### config.mk
export PLATFORM = sky130hd
export DESIGN_NAME = sliding_window_anagram_finder
export DESIGN_NICKNAME = d
export VERILOG_FILES = /design/src/sv/swaf_pkg.sv /design/src/sv/swaf_lane.sv /design/src/sv/sliding_window_anagram_finder.sv
export SDC_FILE = /design/constraint.sdc
export NUM_CORES = 2
export LEC_CHECK = 0
export ABC_AREA = 1
export BUFFER_PORTS_ARGS = -buffer_cell sky130_fd_sc_hd__buf_2
export CORE_MARGIN = 5
export CORE_UTILIZATION = 39
export CTS_CLUSTER_DIAMETER = 60
export DETAILED_ROUTE_END_ITERATION = 8
export PLACE_DENSITY = 0.62
export SYNTH_ARGS = -nofsm -noshare
export SYNTH_HDL_FRONTEND = slang
export SYNTH_HIERARCHICAL = 1
export SYNTH_SLANG_ARGS = --single-unit
export TNS_END_PERCENT = 30
### constraint.sdc
create_clock -name i_clk -period 19.6 [get_ports i_clk]
set_input_delay 0.98 -clock i_clk [delete_from_list [all_inputs] [get_ports i_clk]]
set_output_delay 0.98 -clock i_clk [all_outputs]
set_load 0.05 [all_outputs]
### src/sv/swaf_pkg.sv
package swaf_pkg;

    // width of the symbol field of an input word
    localparam int unsigned SYM_BITS = 5;

    // width of the match index on the result word
    localparam int unsigned MATCH_BITS = 16;

    // input word kinds; the fourth code is unused and ignored
    typedef enum logic [1:0] {
        KIND_CLEAR   = 2'd0,
        KIND_PATTERN = 2'd1,
        KIND_TEXT    = 2'd2
    } t_kind;

    // per-step controls broadcast to every letter lane
    typedef struct packed {
        logic clear_pat;
        logic clear_win;
        logic pat_load;
        logic text_step;
        logic full;
    } t_lane_ctl;

endpackage

### src/sv/swaf_lane.sv
module swaf_lane #(
    parameter int LETTER   = 0,
    parameter int CNT_BITS = 7
) (
    input  logic                          i_clk,
    input  logic                          i_rst_n,
    input  swaf_pkg::t_lane_ctl           i_ctl,
    input  logic [swaf_pkg::SYM_BITS-1:0] i_sym,
    input  logic [swaf_pkg::SYM_BITS-1:0] i_old_sym,
    output logic                          o_eq
);
    import swaf_pkg::*;

    logic [CNT_BITS-1:0] r_pat_cnt;
    logic [CNT_BITS-1:0] n_pat_cnt;
    logic [CNT_BITS-1:0] r_win_cnt;
    logic [CNT_BITS-1:0] n_win_cnt;
    logic                hit_new;
    logic                hit_old;
    logic                dec;

    // letter decode for the incoming and the leaving symbol
    assign hit_new = (32'(i_sym) == 32'(LETTER));
    assign hit_old = (32'(i_old_sym) == 32'(LETTER));
    assign dec     = i_ctl.full && hit_old && (r_win_cnt != '0);

    // next pattern and window counts for this letter
    always_comb begin
        n_pat_cnt = r_pat_cnt;
        n_win_cnt = r_win_cnt;
        if (i_ctl.clear_pat) begin
            n_pat_cnt = '0;
        end else if (i_ctl.pat_load && hit_new) begin
            n_pat_cnt = r_pat_cnt + CNT_BITS'(1);
        end
        if (i_ctl.clear_win) begin
            n_win_cnt = '0;
        end else if (i_ctl.text_step) begin
            n_win_cnt = r_win_cnt - CNT_BITS'(dec) + CNT_BITS'(hit_new);
        end
    end

    // window agrees with the pattern on this letter after the step
    assign o_eq = (n_win_cnt == n_pat_cnt);

    always_ff @(posedge i_clk) begin
        if (!i_rst_n) begin
            r_pat_cnt <= '0;
            r_win_cnt <= '0;
        end else begin
            r_pat_cnt <= n_pat_cnt;
            r_win_cnt <= n_win_cnt;
        end
    end

endmodule

### src/sv/sliding_window_anagram_finder.sv
// path: an accepted text word is held in the input register and its match word in the result register
// throughput: one word per cycle while the output is not stalled; per-letter counters update in parallel lanes and the
//   leaving symbol is prefetched from the ring memory into a register ahead of its use, with write bypass
// reset: synchronous active-low i_rst_n clears counts, lengths, index and both pipeline
//   valids; the ring memory is not cleared and its contents are only used where they were written
module sliding_window_anagram_finder #(
    parameter int MAX_PATTERN   = 64,
    parameter int ALPHABET_SIZE = 26,
    parameter int INDEX_BITS    = 16
) (
    input  logic                            i_clk,
    input  logic                            i_rst_n,
    input  logic                            i_in_valid,
    output logic                            o_in_ready,
    input  logic [1:0]                      i_kind,
    input  logic [swaf_pkg::SYM_BITS-1:0]   i_symbol,
    output logic                            o_out_valid,
    input  logic                            i_out_ready,
    output logic [swaf_pkg::MATCH_BITS-1:0] o_match_start
);
    import swaf_pkg::*;

    localparam int PW = $clog2(MAX_PATTERN + 1);
    localparam int AW = (MAX_PATTERN > 1) ? $clog2(MAX_PATTERN) : 1;
    localparam int SW = (INDEX_BITS > PW) ? INDEX_BITS : PW;

    // input register
    logic                  r_in_valid;
    logic [1:0]            r_kind;
    logic [SYM_BITS-1:0]   r_sym;

    // result register
    logic                  r_out_valid;
    logic [MATCH_BITS-1:0] r_match;

    // scalar state
    logic [PW-1:0]         r_plen;
    logic [PW-1:0]         n_plen;
    logic [PW-1:0]         r_fill;
    logic [PW-1:0]         n_fill;
    logic [INDEX_BITS-1:0] r_text_pos;
    logic [INDEX_BITS-1:0] n_text_pos;
    logic [AW-1:0]         r_ring_wr;
    logic [AW-1:0]         n_ring_wr;

    // ring of recent text symbols
    logic [SYM_BITS-1:0]   ring_mem [MAX_PATTERN];
    logic [SYM_BITS-1:0]   r_old_sym;
    logic                  ring_we;
    logic [AW:0]           rd_sum;
    logic [AW-1:0]         rd_addr;

    logic                  advance;
    logic                  commit;
    logic                  full;
    logic                  full_after;
    logic                  sym_ok;
    logic                  match;
    logic [SW-1:0]         start_full;
    logic [INDEX_BITS-1:0] start_idx;
    t_lane_ctl             lane_ctl;
    logic [ALPHABET_SIZE-1:0] lane_eq;

    // handshake: the input register refills when it is empty or the result slot can move
    assign advance    = !r_out_valid || i_out_ready;
    assign commit     = r_in_valid && advance;
    assign o_in_ready = !r_in_valid || advance;

    assign full       = (r_fill == r_plen);
    assign full_after = full || ((r_fill + PW'(1)) == r_plen);
    assign sym_ok     = (32'(r_sym) < 32'(ALPHABET_SIZE));

    // step decode and next scalar state
    always_comb begin
        lane_ctl   = '0;
        n_plen     = r_plen;
        n_fill     = r_fill;
        n_text_pos = r_text_pos;
        n_ring_wr  = r_ring_wr;
        ring_we    = 1'b0;
        if (commit) begin
            case (r_kind)
                KIND_CLEAR: begin
                    lane_ctl.clear_pat = 1'b1;
                    lane_ctl.clear_win = 1'b1;
                    n_plen     = '0;
                    n_fill     = '0;
                    n_text_pos = '0;
                    n_ring_wr  = '0;
                end
                KIND_PATTERN: begin
                    lane_ctl.clear_win = 1'b1;
                    n_fill     = '0;
                    n_text_pos = '0;
                    n_ring_wr  = '0;
                    if ((r_plen < PW'(MAX_PATTERN)) && sym_ok) begin
                        lane_ctl.pat_load = 1'b1;
                        n_plen = r_plen + PW'(1);
                    end
                end
                KIND_TEXT: begin
                    n_text_pos = r_text_pos + INDEX_BITS'(1);
                    if (r_plen != '0) begin
                        lane_ctl.text_step = 1'b1;
                        lane_ctl.full      = full;
                        ring_we            = 1'b1;
                        if (!full) begin
                            n_fill = r_fill + PW'(1);
                        end
                        if (r_ring_wr == AW'(MAX_PATTERN - 1)) begin
                            n_ring_wr = '0;
                        end else begin
                            n_ring_wr = r_ring_wr + AW'(1);
                        end
                    end
                end
                default: begin
                end
            endcase
        end
    end

    // slot that leaves the window on the next text word
    assign rd_sum  = {1'b0, n_ring_wr} + (AW + 1)'(MAX_PATTERN) - (AW + 1)'(n_plen);
    assign rd_addr = (rd_sum >= (AW + 1)'(MAX_PATTERN))
                   ? AW'(rd_sum - (AW + 1)'(MAX_PATTERN)) : AW'(rd_sum);

    // ring write and prefetched read with bypass of the word written now
    always_ff @(posedge i_clk) begin
        if (ring_we) begin
            ring_mem[r_ring_wr] <= r_sym;
        end
        if (ring_we && (r_ring_wr == rd_addr)) begin
            r_old_sym <= r_sym;
        end else begin
            r_old_sym <= ring_mem[rd_addr];
        end
    end

    // one counter lane per letter
    for (genvar k = 0; k < ALPHABET_SIZE; k++) begin : g_lane
        swaf_lane #(
            .LETTER   (k),
            .CNT_BITS (PW)
        ) u_lane (
            .i_clk     (i_clk),
            .i_rst_n   (i_rst_n),
            .i_ctl     (lane_ctl),
            .i_sym     (r_sym),
            .i_old_sym (r_old_sym),
            .o_eq      (lane_eq[k])
        );
    end

    // match detection and window start index
    assign match      = lane_ctl.text_step && full_after && (&lane_eq);
    assign start_full = SW'(r_text_pos) + SW'(1) - SW'(r_plen);
    assign start_idx  = start_full[INDEX_BITS-1:0];

    // control state
    always_ff @(posedge i_clk) begin
        if (!i_rst_n) begin
            r_in_valid  <= 1'b0;
            r_out_valid <= 1'b0;
            r_plen      <= '0;
            r_fill      <= '0;
            r_text_pos  <= '0;
            r_ring_wr   <= '0;
        end else begin
            if (o_in_ready) begin
                r_in_valid <= i_in_valid;
            end
            if (advance) begin
                r_out_valid <= match;
            end
            r_plen     <= n_plen;
            r_fill     <= n_fill;
            r_text_pos <= n_text_pos;
            r_ring_wr  <= n_ring_wr;
        end
    end

    // payload registers
    always_ff @(posedge i_clk) begin
        if (o_in_ready) begin
            r_kind <= i_kind;
            r_sym  <= i_symbol;
        end
        if (advance) begin
            r_match <= MATCH_BITS'(start_idx);
        end
    end

    assign o_out_valid   = r_out_valid;
    assign o_match_start = r_match;

`ifndef SYNTHESIS
    // window never holds more words than the pattern
    a_fill_le_plen: assert property (@(posedge i_clk) disable iff (!i_rst_n)
        r_fill <= r_plen)
        else $error("window fill exceeds pattern length");

    // pattern length stays within capacity
    a_plen_max: assert property (@(posedge i_clk) disable iff (!i_rst_n)
        r_plen <= PW'(MAX_PATTERN))
        else $error("pattern length beyond capacity");

    // ring pointer stays inside the ring
    a_ring_range: assert property (@(posedge i_clk) disable iff (!i_rst_n)
        32'(r_ring_wr) < 32'(MAX_PATTERN))
        else $error("ring pointer out of range");

    // a new result only follows a committed text word
    a_result_src: assert property (@(posedge i_clk) disable iff (!i_rst_n)
        advance && !(commit && (r_kind == KIND_TEXT)) |=> !r_out_valid)
        else $error("result without a text word");

    // a clear word empties the pattern and the window
    a_clear: assert property (@(posedge i_clk) disable iff (!i_rst_n)
        commit && (r_kind == KIND_CLEAR) |=> (r_plen == '0) && (r_fill == '0))
        else $error("clear left state behind");
`endif

endmodule
; Yosys cells after proc, flatten, opt, wreduce, memory -nomap -nowiden
; Memory sizes are Yosys's and may differ from the RTL's. A register that Yosys moved wholly into a read port is not among the register bits.
; Index checks and enable logic that the tools add are counted.
[op_classes]
add_sub_neg = 86
magnitude_cmp = 3
eq_ne = 83
muxes = 128
n_reduce_logical = 122
[op_table]
columns = operator, count
row1 = $mux W7, 108
row2 = $add A7 B1 Y7 const B, 28
row3 = $eq A7 B7 Y1, 28
row4 = $reduce_bool A7 Y1, 27
row5 = $add A7 B1 Y7, 26
row6 = $sub A7 B1 Y7, 26
row7 = $eq A5 B5 Y1 const B, 20
row8 = $logic_and A1 B1 Y1, 82
row9 = $eq A5 B4 Y1 const B, 16
row10 = $eq A5 B3 Y1 const B, 8
row11 = $pmux W16 S2, 1
row12 = $pmux W7 S2, 2
row13 = $reduce_and A26 Y1, 1
row14 = $mux W6, 4
row15 = $eq A5 B2 Y1 const B, 4
row16 = $add A16 B1 Y16 const B, 1
row17 = $sub A16 B7 Y16, 1
row18 = $pmux W6 S2, 1
row19 = $eq A5 B1 Y1 const B, 2
row20 = $logic_not A5 Y1, 2
row21 = $mux W1, 9
row22 = $add A6 B7 Y7 const B, 1
row23 = $ge A7 B7 Y1 const B, 1
row24 = $lt A7 B7 Y1 const B, 1
row25 = 17 further kinds, 22
[word_totals]
register_bits = 425
ramBits = 320
in_bits = 11
out_inout_bits = 18
word_cells = 484
n_memories = 1
[mem_list]
columns = memory, words, width, read_ports, rd_clocked_by_memory_dff, wr, line_no
row1 = ring_mem, 64, 5, 1, 1, 1, sliding_window_anagram_finder.sv:47  ; logic [SYM_BITS-1:0] ring_mem [MAX_PATTERN];

; Depth between registers and ports, before layout
[logic_depth]
ltp_word = 14
depth_mapped = 42
depth_no_buf = 39

; By module
; Netlist, hierarchy kept.
[by_module_without_submodules]
columns = module, instances, cells_each, area_each_um2, seq_area_each_um2
row1 = sliding_window_anagram_finder, 1, 1722, 17371.7, 11180.7
row2 = swaf_lane (g_lane[5].u_lane ...), 3, 222, 1310.0, 280.3
row3 = swaf_lane (g_lane[4].u_lane ...), 2, 218, 1286.2, 280.3
row4 = swaf_lane (g_lane[13].u_lane ...), 2, 211, 1280.0, 280.3
row5 = swaf_lane (g_lane[11].u_lane ...), 2, 208, 1276.2, 280.3
row6 = swaf_lane (g_lane[17].u_lane ...), 2, 198, 1244.9, 280.3
row7 = swaf_lane (g_lane[2].u_lane), 1, 218, 1311.3, 280.3
row8 = swaf_lane (g_lane[10].u_lane), 1, 221, 1307.5, 280.3
row9 = swaf_lane (g_lane[15].u_lane), 1, 210, 1286.2, 280.3
row10 = swaf_lane (g_lane[0].u_lane), 1, 211, 1282.5, 280.3
row11 = swaf_lane (g_lane[19].u_lane), 1, 210, 1276.2, 280.3
row12 = swaf_lane (g_lane[25].u_lane), 1, 215, 1270.0, 280.3
row13 = swaf_lane (g_lane[23].u_lane), 1, 207, 1268.7, 280.3
row14 = swaf_lane (g_lane[3].u_lane), 1, 208, 1268.7, 280.3
row15 = +7 rows, n/a, n/a, n/a, n/a

; Worst setup path after synthesis
; Ideal clock, no wire load.
[synth_path]
path_kind = register -> register
start = register r_sym[4]
end = register r_out_valid (netlist: o_out_valid)
setup_time_ns = 0.073
arrival_ns = 8.281
t_required_ns = 19.527
slack_ns = 11.246
path_stages_with_launch = 22
path_buffers = 0
period_less_slack_ns = 8.354
cell_sequence = edfxtp_1 > nand2_1 > inv_1 > nand2_1 > nand2_1 > nor2_4 > inv_1 > nor2_1 > nand4_1 > o21ai_1 > nand2_1 > nand2_1 > nand2_1 > a21oi_1 > nand2_1 > nor2_1 > nand4_1 > nor3_1 > nand3_1 > nor2_1 > nand2_1 > a21oi_1
[synth_lines]
columns = item, line_no
row1 = start: declaration, sliding_window_anagram_finder.sv:30  ; logic [SYM_BITS-1:0] r_sym;
row2 = start signal: assignment, sliding_window_anagram_finder.sv:187  ; r_sym <= i_symbol;
row3 = end signal: assignment, sliding_window_anagram_finder.sv:174  ; r_out_valid <= match;
row4 = end: declaration, sliding_window_anagram_finder.sv:33  ; logic r_out_valid;

==> tab_implementation.tex <==
\begin{tabular}{lr}
\hline
Metric & Value \\
\hline
\multicolumn{2}{l}{\textbf{Outcome}} \\
\quad Status & finished clean \\
\multicolumn{2}{l}{\textbf{Power}} \\
\quad LEAKAGE & 24.5 nW \\
\quad Peak ir drop on the vdd network & 0.0666 mV \\
\quad Power density cells & 68.3 mW/mm2 \\
\quad Total power consumption of the routed design & 3.77 mW \\
\multicolumn{2}{l}{\textbf{Placed design}} \\
\quad Placed Instance Area & 0.0520 mm2 \\
\quad Detail Placement HPWL & 86600 um \\
\quad Routability Congestion & 0.846 \\
\quad Worst slack after detailed placement & 11.62 ns \\
\quad Count of input and output buffers & 28 \\
\quad Inst Count DP & 8754 \\
\multicolumn{2}{l}{\textbf{Routing}} \\
\quad Total routed wirelength & 127000 um \\
\quad Routed wire per std cell & 14.3 um \\
\quad Remaining number of nets flagged by the antenna check after routing & 0 \\
\quad Number of detailed-routing iterations run before antenna repair & 7 \\
\quad Overall via count from detail\_route & 44600 \\
\quad Starting DRC count in detailed routing & 3064 \\
\quad Remaining design rule violation count & 0 \\
\quad Post-DR vias/cell & 4.99 \\
\multicolumn{2}{l}{\textbf{Clock network}} \\
\quad Number of gates given a new drive strength after cts & 0 \\
\quad \# clock sinks & 751 \\
\quad Worst-Skew Late Latency & 0.71 ns \\
\quad CTS tree & built \\
\quad \# hold bufs at CTS & 0 \\
\quad H-Tree Level Count & 3 \\
\quad Clock slew seen by the registers of the worst setup and hold paths & 0.06 ns \\
\quad Number of buffers between clock root and the deepest sink & 3 \\
\quad Number of setup buffers added after CTS & 0 \\
\quad Master cell of the clock root buffer & sky130\_fd\_sc\_hd\_\_clkbuf\_16 \\
\quad CTS buffer count & 93 \\
\multicolumn{2}{l}{\textbf{Yosys}} \\
\quad Number of library cell types mapped by synthesis & 54 \\
\quad Area fraction in compound gates after synthesis & 3.99\% \\
\quad Xor-xnor portion of the synthesized cell area & 2.26\% \\
\quad Synthesis warning total & 6 \\
\quad Multiplexer share of the synthesized area & 0\% \\
\quad Synth Area in Adders & 8.00\% \\
\quad Post-synth design cell area & 0.0503 mm2 \\
\quad Count of flip-flops with a built-in enable after synthesis & 343 \\
\quad Dominant combinational cell family by area after synthesis & simple AND/OR/NAND/NOR gates \\
\quad Fraction of registers with async set/reset & 0\% \\
\quad Primary FF master, synth & sky130\_fd\_sc\_hd\_\_dfxtp\_1 \\
\quad Basic-gate share of the synthesized area counting and, or, nand and nor cells & 39.2\% \\
\quad Post-Synthesis Cells & 7180 \\
\quad Avg Synthesized Cell Area & 7.01 um2 \\
\quad Synthesized Nets & 7496 \\
\quad Sequential element share of the synthesized area & 36.7\% \\
\quad FF+latch count, synth & 751 \\
\multicolumn{2}{l}{\textbf{Layout}} \\
\quad Diodes inserted & 0 \\
\quad Final Instance Count excl. Fillers & 8925 \\
\quad Syn-to-layout area delta & 9.86\% \\
\quad Layout cell share with drive strength beyond 1 & 7.97\% \\
\quad Most used cells in the layout excluding fill and tap cells & 2231 x sky130\_fd\_sc\_hd\_\_nand2\_1, 995 x sky130\_fd\_sc\_hd\_\_inv\_1, 849 x sky130\_fd\_sc\_hd\_\_nand3\_1, 719 x sky130\_fd\_sc\_hd\_\_nor2\_1, 406 x sky130\_fd\_sc\_hd\_\_dfxtp\_1 \\
\quad Final cell utilization of the core & 43.3\% \\
\quad Net count of the finished layout & 7503 \\
\quad Most common library cell in the layout ignoring fill and taps & sky130\_fd\_sc\_hd\_\_nand2\_1 \\
\quad Final std cell area, no fill & 0.0553 mm2 \\
\multicolumn{2}{l}{\textbf{Min path}} \\
\quad Class of the most critical hold timing path & input port to register \\
\multicolumn{2}{l}{\textbf{Worst setup path}} \\
\quad Kind of cell adding the most delay to the critical path & simple AND/OR/NAND/NOR gates \\
\quad Bufs and invs on worst path & 7 \\
\quad Largest fanout on the critical path & 86 \\
\quad Most frequent CP cell & sky130\_fd\_sc\_hd\_\_nand2\_1 \\
\quad Maximum cell stage delay along the critical path & 0.83 ns \\
\quad Data required time of the worst path & 20.22 ns \\
\quad Critical setup path kind & register to register \\
\quad Slowest library cell on the worst path & sky130\_fd\_sc\_hd\_\_buf\_4 \\
\quad Startpoint kind of the worst setup timing path & register \\
\quad Worst path arrival time & 8.50 ns \\
\quad Crit path capture type & register \\
\multicolumn{2}{l}{\textbf{STA}} \\
\quad Clock skew after layout & 0.0566 ns \\
\quad Rel. slew slack & 20.5\% \\
\quad Number of failing setup endpoints in the final timing report & 0 \\
\quad Period minus WS final & 7.87 ns \\
\quad Worst Setup Slack, final & 11.73 ns \\
\quad Post-route clock period utilization & 40.2\% \\
\quad Minimum hold slack & 0.443 ns \\
\quad Slew at the pin with the worst max-slew slack & 1.19 ns \\
\quad Final Hold Vio Count & 0 \\
\quad Summed negative setup slack over all endpoints & 0 ns \\
\quad Count of final max-slew check failures & 0 \\
\quad Unrepaired setup endpoints after global routing & no \\
\quad Fmax & 0.127 GHz \\
\multicolumn{2}{l}{\textbf{Global routing}} \\
\quad Via count of the first global-routing pass & 42100 \\
\quad Initial antenna violation count & 0 \\
\quad Overall routing resource usage & 18.4\% \\
\quad Total grt overflow & 0 \\
\quad Pin count of the biggest net entering global routing & 91 \\
\quad Global-route wire length before repair & 211000 um \\
\multicolumn{2}{l}{\textbf{Flow run}} \\
\quad Number of max-capacitance violations reported & 0 \\
\multicolumn{2}{l}{\textbf{Floorplan}} \\
\quad Number of I/O pins & 29 \\
\quad Rows & 131 \\
\quad Die Footprint & 0.136 mm2 \\
\quad Die height & 369 um \\
\quad Die width & 369 um \\
\quad Core box area & 0.128 mm2 \\
\quad Initial Utilization & 39.4\% \\
\hline
\end{tabular}
cell usage after synthesis, types with 10 or more instances:
cell,n,area (um2)
sky130_fd_sc_hd__nor3_2,11,110
sky130_fd_sc_hd__nand3_4,16,280
sky130_fd_sc_hd__nor2_2,63,394
sky130_fd_sc_hd__xnor2_1,65,569
sky130_fd_sc_hd__a21oi_1,230,1150
sky130_fd_sc_hd__buf_2,56,280
sky130_fd_sc_hd__ha_1,277,3470
sky130_fd_sc_hd__nor4_1,16,100
sky130_fd_sc_hd__buf_4,12,90.1
sky130_fd_sc_hd__o21ai_1,40,200
sky130_fd_sc_hd__clkinv_1,25,93.8
sky130_fd_sc_hd__clkinv_4,11,96.3
sky130_fd_sc_hd__xor2_1,65,569
sky130_fd_sc_hd__inv_1,998,3750
sky130_fd_sc_hd__nor3b_1,16,120
sky130_fd_sc_hd__edfxtp_1,343,10300
sky130_fd_sc_hd__inv_2,50,188
sky130_fd_sc_hd__nand3b_1,25,188
sky130_fd_sc_hd__buf_6,17,191
sky130_fd_sc_hd__o21ai_0,38,190
sky130_fd_sc_hd__o211ai_1,10,75.1
sky130_fd_sc_hd__clkbuf_1,57,214
sky130_fd_sc_hd__a31oi_1,18,113
sky130_fd_sc_hd__nand2_1,2231,8370
sky130_fd_sc_hd__nor3_1,42,210
sky130_fd_sc_hd__fa_1,28,561
sky130_fd_sc_hd__dfxtp_1,408,8170
sky130_fd_sc_hd__or2_1,10,62.6
sky130_fd_sc_hd__nand2_2,90,563
sky130_fd_sc_hd__o21ai_2,17,149
sky130_fd_sc_hd__nor2_1,721,2710
sky130_fd_sc_hd__nand3_2,31,310
sky130_fd_sc_hd__nand3_1,849,4250
sky130_fd_sc_hd__nand4_1,199,1240
sky130_fd_sc_hd__nor2_4,47,529
worst register-to-register path: cells and delay by family, from the launching register on:
family          cells  cell delay, ns
simple gates       22            3.54
flops               1            0.49
fa+ha+maj           3            0.86
buf+inv             7            2.10
compound gates      4            0.79
logic make-up (layout without fill, tap and decap cells):
logic type               Yosys count  after routing
AND/OR/NAND/NOR                 4387           4387
buffers and inverters           1239           1322
flip-flops                       751            751
AO/OA/AOI/OAI                    368            368
adder cells (fa/ha/maj)          305            305
XOR/XNOR                         130            130
flip-flops by register name, indices dropped and copies added, names as in the netlist, named ones only:
name and cells:
g_lane.u_lane/r_pat_cnt 182, r_ring_wr 6, r_in_valid 1, r_sym 5, ring_mem 320, r_text_pos 16
r_plen 6, o_out_valid 1, g_lane.u_lane/r_win_cnt 182, o_match_start 16, r_fill 7, r_kind 2
worst paths after layout:
kind                       start        endpoint  slack (ns)  depth (start not counted)
setup / recovery        register     o_out_valid       11.73                         36
hold reg to reg   r_text_pos[15]  r_text_pos[15]        0.49                          2
setup reg to reg        register     o_out_valid       11.73                         36
hold / removal       i_symbol[1]        r_sym[1]        0.44                          1
area by class of cell:
| type | instances | area (um2) |
|---|---|---|
| fillers | 12900 | 72600 |
| flip-flops and latches | 751 | 18500 |
| repair buffers | 61 | 413 |
| clock buffers | 117 | 2540 |
| multi-input cells | 5190 | 26900 |
| inverters | 1090 | 4170 |
| clock inverters | 54 | 712 |
| well taps | 1662 | 2080 |
where the power goes:
part / switching, mW / internal, mW / leakage, nW / total (mW)
clock network: 0.728 / 1.06 / 1.55 / 1.79
registers: 0.0101 / 1.65 / 6.43 / 1.66
logic: 0.247 / 0.0811 / 16.6 / 0.328
total: 0.985 / 2.79 / 24.5 / 3.77
metal layers:
layer,wire length [um],global-route usage [%]
met2,58800,31.0
met5,0,0
met1,59000,24.8
met4,3270,5.14
met3,6120,2.56
No activity file was read; power rests on OpenSTA's default activity.
